--- src/sv/assert_macros.svh ---
// Assertion macros shared by the converter RTL.
`ifndef ASSERT_MACROS_SVH
`define ASSERT_MACROS_SVH

// Property must hold at every clock edge outside reset.
`define PTTE_CHECK(name, clk, rstn, prop) \
  name: assert property (@(posedge clk) disable iff (!rstn) prop) \
    else $error("check failed");

// Condition must never be seen outside reset.
`define PTTE_NEVER(name, clk, rstn, cond) \
  name: assert property (@(posedge clk) disable iff (!rstn) !(cond)) \
    else $error("forbidden condition seen");

`endif

--- src/sv/ptte_pkg.sv ---
// Shared types and constants of the pointer to touch event converter.
package ptte_pkg;

  localparam int unsigned FracBitsDef = 16;
  localparam int unsigned DimW        = 12;
  localparam int unsigned RotW        = 2;
  localparam int unsigned GainW       = 28;
  localparam int unsigned LimW        = 24;
  localparam int unsigned HalfW       = DimW - 1;
  localparam int unsigned CfgDataW    = 28;
  localparam int unsigned CfgAddrW    = 3;
  localparam int unsigned OpAW        = LimW + 2;
  localparam int unsigned PosW        = 16;
  localparam int unsigned MapOpW      = PosW + 1;
  localparam int unsigned ProdW       = OpAW + GainW + 2;
  localparam int unsigned ValW        = 32;

  typedef enum logic [CfgAddrW-1:0] {
    REG_WIDTH    = 3'd0,
    REG_HEIGHT   = 3'd1,
    REG_ROTATION = 3'd2,
    REG_X_GAIN   = 3'd3,
    REG_Y_GAIN   = 3'd4,
    REG_DEAD_LIM = 3'd5,
    REG_DEAD_SCL = 3'd6
  } cfg_reg_e;

  typedef enum logic [1:0] {
    KIND_X    = 2'd0,
    KIND_Y    = 2'd1,
    KIND_KEY  = 2'd2,
    KIND_SYNC = 2'd3
  } kind_e;

  // control of the shared multiplier
  typedef struct packed {
    logic load;
    logic sub_half;
  } mul_ctrl_t;

endpackage

--- src/sv/ptte_mul.sv ---
// Shared multiply unit: registered product with optional half-side offset, truncated output.
module ptte_mul #(
  parameter int unsigned FRAC_BITS = ptte_pkg::FracBitsDef
) (
  input  logic                                  clk_i,
  input  ptte_pkg::mul_ctrl_t                   ctrl_i,
  input  logic signed [ptte_pkg::OpAW-1:0]      op_a_i,
  input  logic        [ptte_pkg::GainW-1:0]     op_b_i,
  input  logic        [ptte_pkg::HalfW-1:0]     half_i,
  output logic signed [ptte_pkg::ProdW-FRAC_BITS-1:0] trunc_o
);
  import ptte_pkg::*;

  localparam int unsigned CW = ProdW - FRAC_BITS;
  localparam int unsigned RawW = OpAW + GainW + 1;
  localparam logic signed [ProdW-1:0] Rnd = (ProdW'(1) << FRAC_BITS) - ProdW'(1);

  logic signed [RawW-1:0]  raw;
  logic signed [ProdW-1:0] bias;
  logic signed [ProdW-1:0] prod_d, prod_q;
  logic signed [ProdW-1:0] rnd;
  logic signed [ProdW-1:0] shifted;

  assign raw  = op_a_i * $signed({1'b0, op_b_i});
  assign bias = ctrl_i.sub_half ? $signed(ProdW'(half_i) << FRAC_BITS) : '0;
  assign prod_d = ProdW'(raw) - bias;

  always_ff @(posedge clk_i) begin
    if (ctrl_i.load) begin
      prod_q <= prod_d;
    end
  end

  // truncate toward zero
  assign rnd     = prod_q + (prod_q[ProdW-1] ? Rnd : '0);
  assign shifted = rnd >>> FRAC_BITS;
  assign trunc_o = shifted[CW-1:0];

endmodule

--- src/sv/pointer_to_touch_events.sv ---
// Pointer to touch event converter top level.
// Each pointer item (button mask, x, y) is mapped onto a square touch area
// centered on zero for the configured display rotation, dropped when it falls
// in the dead zone of a cropped axis, and turned into a run of touch events:
// press (X, Y, key 1, sync), move (X, Y, sync) or release (key 0, sync);
// tlast marks the sync event that closes a run. All arithmetic goes through
// one shared multiplier: after acceptance an item passes through the two
// axis products, the truncations and the dead zone check, then the rescale
// of the cropped axis where there is one, then one event per cycle (2 to 4
// events) when the output side does not stall, and the block takes the next
// item the cycle after the last event is loaded. Configuration writes belong
// to idle periods only; the user must keep to this, as the block itself
// does not enforce it.
module pointer_to_touch_events #(
  parameter int unsigned FRAC_BITS = ptte_pkg::FracBitsDef
) (
  input  logic                            clk_i,
  input  logic                            rst_ni,
  input  logic                            cfg_we_i,
  input  logic [ptte_pkg::CfgAddrW-1:0]   cfg_addr_i,
  input  logic [ptte_pkg::CfgDataW-1:0]   cfg_wdata_i,
  input  logic                            s_axis_tvalid,
  output logic                            s_axis_tready,
  input  logic [39:0]                     s_axis_tdata,  // button_mask, x_pos, y_pos
  output logic                            m_axis_tvalid,
  input  logic                            m_axis_tready,
  output logic [31:0]                     m_axis_tdata,  // event_value
  output logic [1:0]                      m_axis_tuser,  // event_kind
  output logic                            m_axis_tlast
);
  import ptte_pkg::*;

  localparam int unsigned CW = ProdW - FRAC_BITS;

  typedef enum logic [5:0] {
    S_IDLE = 6'b000001,
    S_MX   = 6'b000010,
    S_MY   = 6'b000100,
    S_CHK  = 6'b001000,
    S_DZ   = 6'b010000,
    S_SC   = 6'b100000
  } state_e;

  typedef enum logic [1:0] {
    RUN_NONE    = 2'd0,
    RUN_PRESS   = 2'd1,
    RUN_MOVE    = 2'd2,
    RUN_RELEASE = 2'd3
  } run_e;

  typedef struct packed {
    kind_e             kind;
    logic [ValW-1:0]   value;
    logic              last;
  } ev_t;

  // emit state kept apart from the compute sequence
  logic emit_q, emit_d;

  logic [DimW-1:0]  width_q, height_q;
  logic [RotW-1:0]  rot_q;
  logic [GainW-1:0] x_gain_q, y_gain_q, dead_scale_q;
  logic [LimW-1:0]  dead_lim_q;

  state_e state_q, state_d;
  run_e   run_q, run_d;
  logic   touch_q;
  logic   left_q;
  logic [PosW-1:0] x_q, y_q;
  logic signed [CW-1:0] ox_q, oy_q;
  logic [1:0] ev_idx_q;

  logic        out_valid_q;
  ev_t         out_q, ev;
  logic        out_load;

  logic [HalfW-1:0] half;
  logic             landscape, crop_x, crop_y;
  logic signed [MapOpW-1:0] x_op, y_op, wx_op, hy_op;
  logic signed [MapOpW-1:0] map_a;
  logic [GainW-1:0]         map_g;
  mul_ctrl_t                mul_ctrl;
  logic signed [OpAW-1:0]   op_a;
  logic [GainW-1:0]         op_b;
  logic signed [CW-1:0]     trunc_v;
  logic signed [CW-1:0]     crop_v;
  logic signed [CW-1:0]     lim_ext;
  logic                     dropped;

  // configuration
  always_ff @(posedge clk_i or negedge rst_ni) begin
    if (!rst_ni) begin
      width_q      <= DimW'(1);
      height_q     <= DimW'(1);
      rot_q        <= '0;
      x_gain_q     <= GainW'(1) << FRAC_BITS;
      y_gain_q     <= GainW'(1) << FRAC_BITS;
      dead_lim_q   <= '0;
      dead_scale_q <= GainW'(1) << FRAC_BITS;
    end else if (cfg_we_i) begin
      unique case (cfg_addr_i)
        REG_WIDTH:    width_q      <= cfg_wdata_i[DimW-1:0];
        REG_HEIGHT:   height_q     <= cfg_wdata_i[DimW-1:0];
        REG_ROTATION: rot_q        <= cfg_wdata_i[RotW-1:0];
        REG_X_GAIN:   x_gain_q     <= cfg_wdata_i[GainW-1:0];
        REG_Y_GAIN:   y_gain_q     <= cfg_wdata_i[GainW-1:0];
        REG_DEAD_LIM: dead_lim_q   <= cfg_wdata_i[LimW-1:0];
        REG_DEAD_SCL: dead_scale_q <= cfg_wdata_i[GainW-1:0];
        default: ;
      endcase
    end
  end

  assign landscape = width_q > height_q;
  assign half      = landscape ? width_q[DimW-1:1] : height_q[DimW-1:1];
  assign crop_y    = !landscape && rot_q[0];
  assign crop_x    = landscape && !rot_q[0];

  assign x_op  = $signed({1'b0, x_q});
  assign y_op  = $signed({1'b0, y_q});
  assign wx_op = $signed(MapOpW'(width_q)) - x_op;
  assign hy_op = $signed(MapOpW'(height_q)) - y_op;

  // axis operand: first pass gives X, second pass gives Y
  always_comb begin
    map_a = x_op;
    map_g = x_gain_q;
    if (state_q == S_MX) begin
      case (rot_q)
        2'd0: begin map_a = x_op;  map_g = x_gain_q; end
        2'd1: begin map_a = hy_op; map_g = y_gain_q; end
        2'd2: begin map_a = wx_op; map_g = x_gain_q; end
        default: begin map_a = y_op; map_g = y_gain_q; end
      endcase
    end else begin
      case (rot_q)
        2'd0: begin map_a = y_op;  map_g = y_gain_q; end
        2'd1: begin map_a = x_op;  map_g = x_gain_q; end
        2'd2: begin map_a = hy_op; map_g = y_gain_q; end
        default: begin map_a = wx_op; map_g = x_gain_q; end
      endcase
    end
  end

  assign crop_v  = crop_y ? oy_q : ox_q;
  assign lim_ext = $signed(CW'(dead_lim_q));
  assign dropped = (crop_x || crop_y) && ((crop_v > lim_ext) || (crop_v < -lim_ext));

  always_comb begin
    mul_ctrl.load     = 1'b0;
    mul_ctrl.sub_half = 1'b1;
    op_a              = OpAW'(map_a);
    op_b              = map_g;
    if (state_q == S_DZ) begin
      op_a              = crop_v[OpAW-1:0];
      op_b              = dead_scale_q;
      mul_ctrl.sub_half = 1'b0;
      mul_ctrl.load     = 1'b1;
    end else if (state_q == S_MX || state_q == S_MY) begin
      mul_ctrl.load = 1'b1;
    end
  end

  ptte_mul #(
    .FRAC_BITS(FRAC_BITS)
  ) u_mul (
    .clk_i  (clk_i),
    .ctrl_i (mul_ctrl),
    .op_a_i (op_a),
    .op_b_i (op_b),
    .half_i (half),
    .trunc_o(trunc_v)
  );

  function automatic logic [ValW-1:0] sat32(input logic signed [CW-1:0] v);
    logic [CW-ValW:0] top;
    top = v[CW-1:ValW-1];
    if ((&top) || !(|top)) begin
      sat32 = v[ValW-1:0];
    end else if (v[CW-1]) begin
      sat32 = {1'b1, {(ValW-1){1'b0}}};
    end else begin
      sat32 = {1'b0, {(ValW-1){1'b1}}};
    end
  endfunction

  // event of the current run at the current position
  always_comb begin
    ev.kind  = KIND_SYNC;
    ev.value = '0;
    ev.last  = 1'b1;
    case (run_q)
      RUN_PRESS, RUN_MOVE: begin
        case (ev_idx_q)
          2'd0: begin ev.kind = KIND_X; ev.value = sat32(ox_q); ev.last = 1'b0; end
          2'd1: begin ev.kind = KIND_Y; ev.value = sat32(oy_q); ev.last = 1'b0; end
          2'd2: begin
            if (run_q == RUN_PRESS) begin
              ev.kind  = KIND_KEY;
              ev.value = ValW'(1);
              ev.last  = 1'b0;
            end
          end
          default: ;
        endcase
      end
      RUN_RELEASE: begin
        if (ev_idx_q == 2'd0) begin
          ev.kind = KIND_KEY;
          ev.last = 1'b0;
        end
      end
      default: ;
    endcase
  end

  assign out_load = emit_q && (!out_valid_q || m_axis_tready);

  always_comb begin
    state_d = state_q;
    emit_d  = emit_q;
    run_d   = run_q;
    unique case (state_q)
      S_IDLE: begin
        if (s_axis_tvalid && s_axis_tready) begin
          state_d = S_MX;
        end
      end
      S_MX:  state_d = S_MY;
      S_MY:  state_d = S_CHK;
      S_CHK: state_d = S_DZ;
      S_DZ: begin
        if (left_q) begin
          run_d = touch_q ? RUN_MOVE : RUN_PRESS;
        end else begin
          run_d = touch_q ? RUN_RELEASE : RUN_NONE;
        end
        if (dropped || (run_d == RUN_NONE)) begin
          state_d = S_IDLE;
        end else if (crop_x || crop_y) begin
          state_d = S_SC;
        end else begin
          state_d = S_IDLE;
          emit_d  = 1'b1;
        end
      end
      S_SC: begin
        state_d = S_IDLE;
        emit_d  = 1'b1;
      end
      default: state_d = S_IDLE;
    endcase
    if (out_load && ev.last) begin
      emit_d = 1'b0;
    end
  end

  assign s_axis_tready = (state_q == S_IDLE) && !emit_q;

  always_ff @(posedge clk_i or negedge rst_ni) begin
    if (!rst_ni) begin
      state_q     <= S_IDLE;
      emit_q      <= 1'b0;
      run_q       <= RUN_NONE;
      touch_q     <= 1'b0;
      ev_idx_q    <= '0;
      out_valid_q <= 1'b0;
    end else begin
      state_q <= state_d;
      emit_q  <= emit_d;
      run_q   <= run_d;
      if (state_q == S_DZ) begin
        ev_idx_q <= '0;
      end else if (out_load) begin
        ev_idx_q <= ev_idx_q + 2'd1;
      end
      if (out_load && ev.last) begin
        touch_q <= (run_q != RUN_RELEASE);
      end
      if (out_load) begin
        out_valid_q <= 1'b1;
      end else if (m_axis_tready) begin
        out_valid_q <= 1'b0;
      end
    end
  end

  always_ff @(posedge clk_i) begin
    if (s_axis_tvalid && s_axis_tready) begin
      left_q <= s_axis_tdata[0];
      x_q    <= s_axis_tdata[23:8];
      y_q    <= s_axis_tdata[39:24];
    end
    if (state_q == S_MY) begin
      ox_q <= trunc_v;
    end
    if (state_q == S_CHK) begin
      oy_q <= trunc_v;
    end
    if (state_q == S_SC) begin
      if (crop_y) begin
        oy_q <= trunc_v;
      end else begin
        ox_q <= trunc_v;
      end
    end
    if (out_load) begin
      out_q <= ev;
    end
  end

  assign m_axis_tvalid = out_valid_q;
  assign m_axis_tdata  = out_q.value;
  assign m_axis_tuser  = out_q.kind;
  assign m_axis_tlast  = out_q.last;

`include "assert_macros.svh"

  `PTTE_CHECK(a_accept_starts, clk_i, rst_ni, (s_axis_tvalid && s_axis_tready) |=> (state_q == S_MX))
  `PTTE_CHECK(a_last_is_sync, clk_i, rst_ni, (m_axis_tvalid && m_axis_tlast) |-> ((m_axis_tuser == KIND_SYNC) && (m_axis_tdata == '0)))
  `PTTE_CHECK(a_key_is_bit, clk_i, rst_ni, (m_axis_tvalid && (m_axis_tuser == KIND_KEY)) |-> (m_axis_tdata[31:1] == '0))
  `PTTE_CHECK(a_touch_on_emit, clk_i, rst_ni, !$stable(touch_q) |-> $past(emit_q))
  `PTTE_NEVER(a_no_accept_in_run, clk_i, rst_ni, emit_q && (state_q != S_IDLE))

endmodule
--- config.mk ---
export PLATFORM = sky130hd
export DESIGN_NAME = pointer_to_touch_events
export DESIGN_NICKNAME = d
export VERILOG_FILES = /design/src/sv/ptte_pkg.sv /design/src/sv/ptte_mul.sv /design/src/sv/pointer_to_touch_events.sv
export VERILOG_INCLUDE_DIRS = /design/src /design/src/sv
export SDC_FILE = /design/constraint.sdc
export NUM_CORES = 2
export LEC_CHECK = 0
export BUFFER_PORTS_ARGS = -buffer_cell sky130_fd_sc_hd__buf_2
export CAP_MARGIN = 10
export CORE_MARGIN = 5
export CORE_UTILIZATION = 45
export CTS_BUF_LIST = sky130_fd_sc_hd__clkbuf_8
export DETAILED_ROUTE_END_ITERATION = 16
export GPL_TIMING_DRIVEN = 1
export HOLD_SLACK_MARGIN = 0.05
export SLEW_MARGIN = 25
export SYNTH_ARGS = -nofsm -noshare
export SYNTH_HDL_FRONTEND = slang
export SYNTH_SLANG_ARGS = --single-unit
--- constraint.sdc ---
create_clock -name clk_i -period 11.5 [get_ports clk_i]
set_input_delay 1.15 -clock clk_i [delete_from_list [all_inputs] [get_ports clk_i]]
set_output_delay 1.15 -clock clk_i [all_outputs]
set_load 0.02 [all_outputs]
==> results by group <==
Clocking
  • Inserted Clock Buffers: 66
  • Post-CTS Resized: 0
  • CTS Sinks: 351
  • Worst-path clk slew: 60 ps
  • CTS tree: done
  • Hold buffer count at cts: 0
  • CTS Root Cell: clkbuf_8
  • H-tree depth: 3
  • Clock Path Buffers: 3
  • Post-CTS Setup Bufs: 0
  • Clk Latency, worst-skew pair: between 600 and 700 ps

Worst setup path
  • Worst path arrival time: 11420 ps
  • R2R Setup Slk: 470 ps
  • Worst-path maximum fanout: 12
  • Buf/Inv on CP: 4
  • Worst path slowest cell: a311oi_4
  • Top delay family on crit path: adder cells
  • R2r endpoint: u_mul.prod_q[55]$_DFFE_PP_
  • Launching point of the worst reg2reg path: width_q[0]$_DFFE_PN1P_
  • Peak per-stage delay on the critical path: 850 ps
  • FF-to-FF path depth: 32
  • Most used cell, CP: fa_1
  • Data required, critical path: 11890 ps
  • CP endpoint kind: register
  • Critical path type: reg -> reg
  • Startpoint Class: register

STA
  • Period utilisation layout: 95.9%
  • Headroom to the max-slew limit: 27.8%
  • RSZ-0062 raised after global routing: false
  • Fin crit period: 11030 ps
  • Worst-margin pin slew: around 1100 ps
  • Setup Skew: 39.4 ps
  • Final setup viols: 0
  • Max Slew Vio Count: 0
  • Setup TNS: 0 ps
  • Max Fclk: 90.6 MHz
  • Final hold violations: 0

Yosys
  • Post-synth EDFFs: 124
  • Post-synth cell types: 77
  • Main combinational cell family by area after synthesis: adder cells
  • Post-synth top flop: dfrtp_1
  • Synth Area in Compound Gates: approximately 9.0%
  • Post-Synth Simple-Gate Area: 13.1%
  • Synth Area per Inst: 9.07 um2
  • Synth Area in Adders: 39.4%
  • Net Count, Synth: 5982
  • Syn Inst Count: 4895
  • Post-synthesis xor/xnor area fraction: 2.68%
  • Synth Cell Area: 44400 um2
  • Synth Register Bits: 351
  • Sequential area share after synthesis: 20.3%
  • Ys Warns: 0
  • Proportion of synthesized area in mux cells: 5.60%
  • Fraction of registers with async set/reset: 41.9%

Global routing
  • Vias in the first global route: 34575
  • Global-route wire length before repair: 204000 um
  • Overall routing resource usage: 25.3%
  • Largest net degree at the start of global routing: 80
  • GRT Residual Overflow: 0
  • Initial antenna violation count: 3

Cells and area
  • Final Cell Area: 48100 um2
  • P&R area growth vs syn: 8.35%
  • Layout Nets: 6063
  • Most frequent cells in the layout: 967 x inv_1, 652 x nand2_1, 647 x fa_1
  • Layout cells sized above 1: 10.8%
  • Most common cell after layout, fill and taps aside: inv_1

Route
  • Vias/cell: 5.43
  • DRC Markers: 0
  • DRT Pass-1 Iters: 6
  • DR vias: 34297
  • Total wire length: around 130000 um
  • Post-route ant nets: 0
  • Wire length per cell: 20.9 um
  • Initial DRC count: 2406

Worst hold path
  • WHS Endpoint: oy_q[0]$_DFF_P_
  • Hold Crit Start: oy_q[0]$_DFF_P_
  • Min-delay worst type: reg -> reg
  • Worst hold stages: 2

Floorplanning
  • Boundary Pins: roughly 110
  • # rows: 115
  • Die W: around 320 um
  • Die Area: 105000 um2
  • Chip height: around 320 um
  • Initial Util: 45.3%
  • Core Area: approximately 98000 um2

Placed design
  • GP Congestion: approximately 0.93
  • Post-detailed-placement half-perimeter wirelength: 108000 um
  • Port Buffer Count: 105
  • Placed cell area: 46800 um2

Job
  • Maxcap violations: 0

Outcome
  • Status: complete, no violations
## worst max-delay path by stage
stage                     depth (start not counted)                          to                    start
after floorplan                                  42  u_mul.prod_q[52]$_DFFE_PP_  height_q[1]$_DFFE_PN0P_
after global placement                           31  u_mul.prod_q[55]$_DFFE_PP_   width_q[0]$_DFFE_PN1P_
after detailed placement                         32  u_mul.prod_q[55]$_DFFE_PP_   width_q[0]$_DFFE_PN1P_
after CTS                                        32  u_mul.prod_q[55]$_DFFE_PP_   width_q[0]$_DFFE_PN1P_
after global routing                             32  u_mul.prod_q[55]$_DFFE_PP_   width_q[0]$_DFFE_PN1P_
final                                            32  u_mul.prod_q[55]$_DFFE_PP_   width_q[0]$_DFFE_PN1P_
## flip-flops by register name, indices dropped and copies added, names as in the netlist, 6 cells and up
| register | cells |
|---|---|
| oy_q | 40 |
| m_axis_tdata | 32 |
| u_mul.prod_q | 56 |
| width_q | 12 |
| y_gain_q | 28 |
| dead_lim_q | 24 |
| height_q | 12 |
| y_q | 16 |
| state_q | 6 |
| ox_q | 40 |
| x_gain_q | 28 |
| dead_scale_q | 28 |
| x_q | 16 |
## worst min-delay path, delay by kind of cell, from the launching register on
family / cells / cell delay (ps)
flip-flops: 1 / 320
buffers and inverters: 1 / 50
multiplexers: 1 / 50
## cell usage after synthesis, types with 38 or more instances
| library cell | count | area share [%] |
|---|---|---|
| clkbuf_1 | 196 | 1.7 |
| dfrtp_1 | 141 | 7.9 |
| mux2i_1 | 38 | 0.86 |
| fa_1 | 647 | 29 |
| dfxtp_1 | 80 | 3.6 |
| mux2_2 | 159 | 4.0 |
| and2_1 | 38 | 0.54 |
| a21o_1 | 56 | 0.95 |
| ha_1 | 364 | 10 |
| nor2_1 | 387 | 3.3 |
| nor3_1 | 61 | 0.69 |
| inv_1 | 941 | 8.0 |
| nand4_1 | 45 | 0.63 |
| nand3_1 | 52 | 0.59 |
| o21ai_0 | 175 | 2.0 |
| nand2_1 | 654 | 5.5 |
| o21a_1 | 45 | 0.76 |
| xnor2_1 | 79 | 1.6 |
| edfxtp_1 | 124 | 8.4 |
| a21oi_1 | 218 | 2.5 |
| xor2_1 | 55 | 1.1 |
## routing by layer
| metal | wire [um] | part of all wire (%) | track usage, % | vias to the layer above |
|---|---|---|---|---|
| met5 | 0 | 0 | 0 | - |
| met4 | 4420 | 3.4 | 7.85 | 0 |
| met3 | 8740 | 6.6 | 4.06 | 224 |
| met2 | 62300 | 47 | 42.2 | 1074 |
| met1 | 56200 | 43 | 34.2 | 17291 |
| li1 | - | - | - | 15708 |
## cell families after synthesis
logic type | Yosys count
DFF | 351
adders and majority gates | 1011
muxes | 211
and+or+nand+nor | 1362
other | 1
AOI/OAI and AO/OA | 664
buffers and inverters | 1160
xor gates and xnor gates | 135
## metrics by stage
step	worst slack [ps]	util [%]	hold WS (ps)	cells
after floorplan	1310	-	438	4895
after global placement	763	47.7	453	6195
after detailed placement	688	47.7	463	6195
after CTS	624	49.0	471	6314
after global routing	22.6	49.0	492	6315
final	467	49.0	471	6316
## cell type report
cell class	instances	area [um2]
Antenna cell	2	5.00
Timing Repair Buffer	230	1480
Inverter	943	3540
Clock inverter	47	260
Fill cell	9351	50000
Clock buffer	72	991
Tap cell	1287	1610
Sequential cell	351	9010
Multi-Input combinational cell	3384	31200
Power is left out: the tool's default activity adds up to more than one toggle a clock period on the data nets, which glitch-free logic cannot reach.
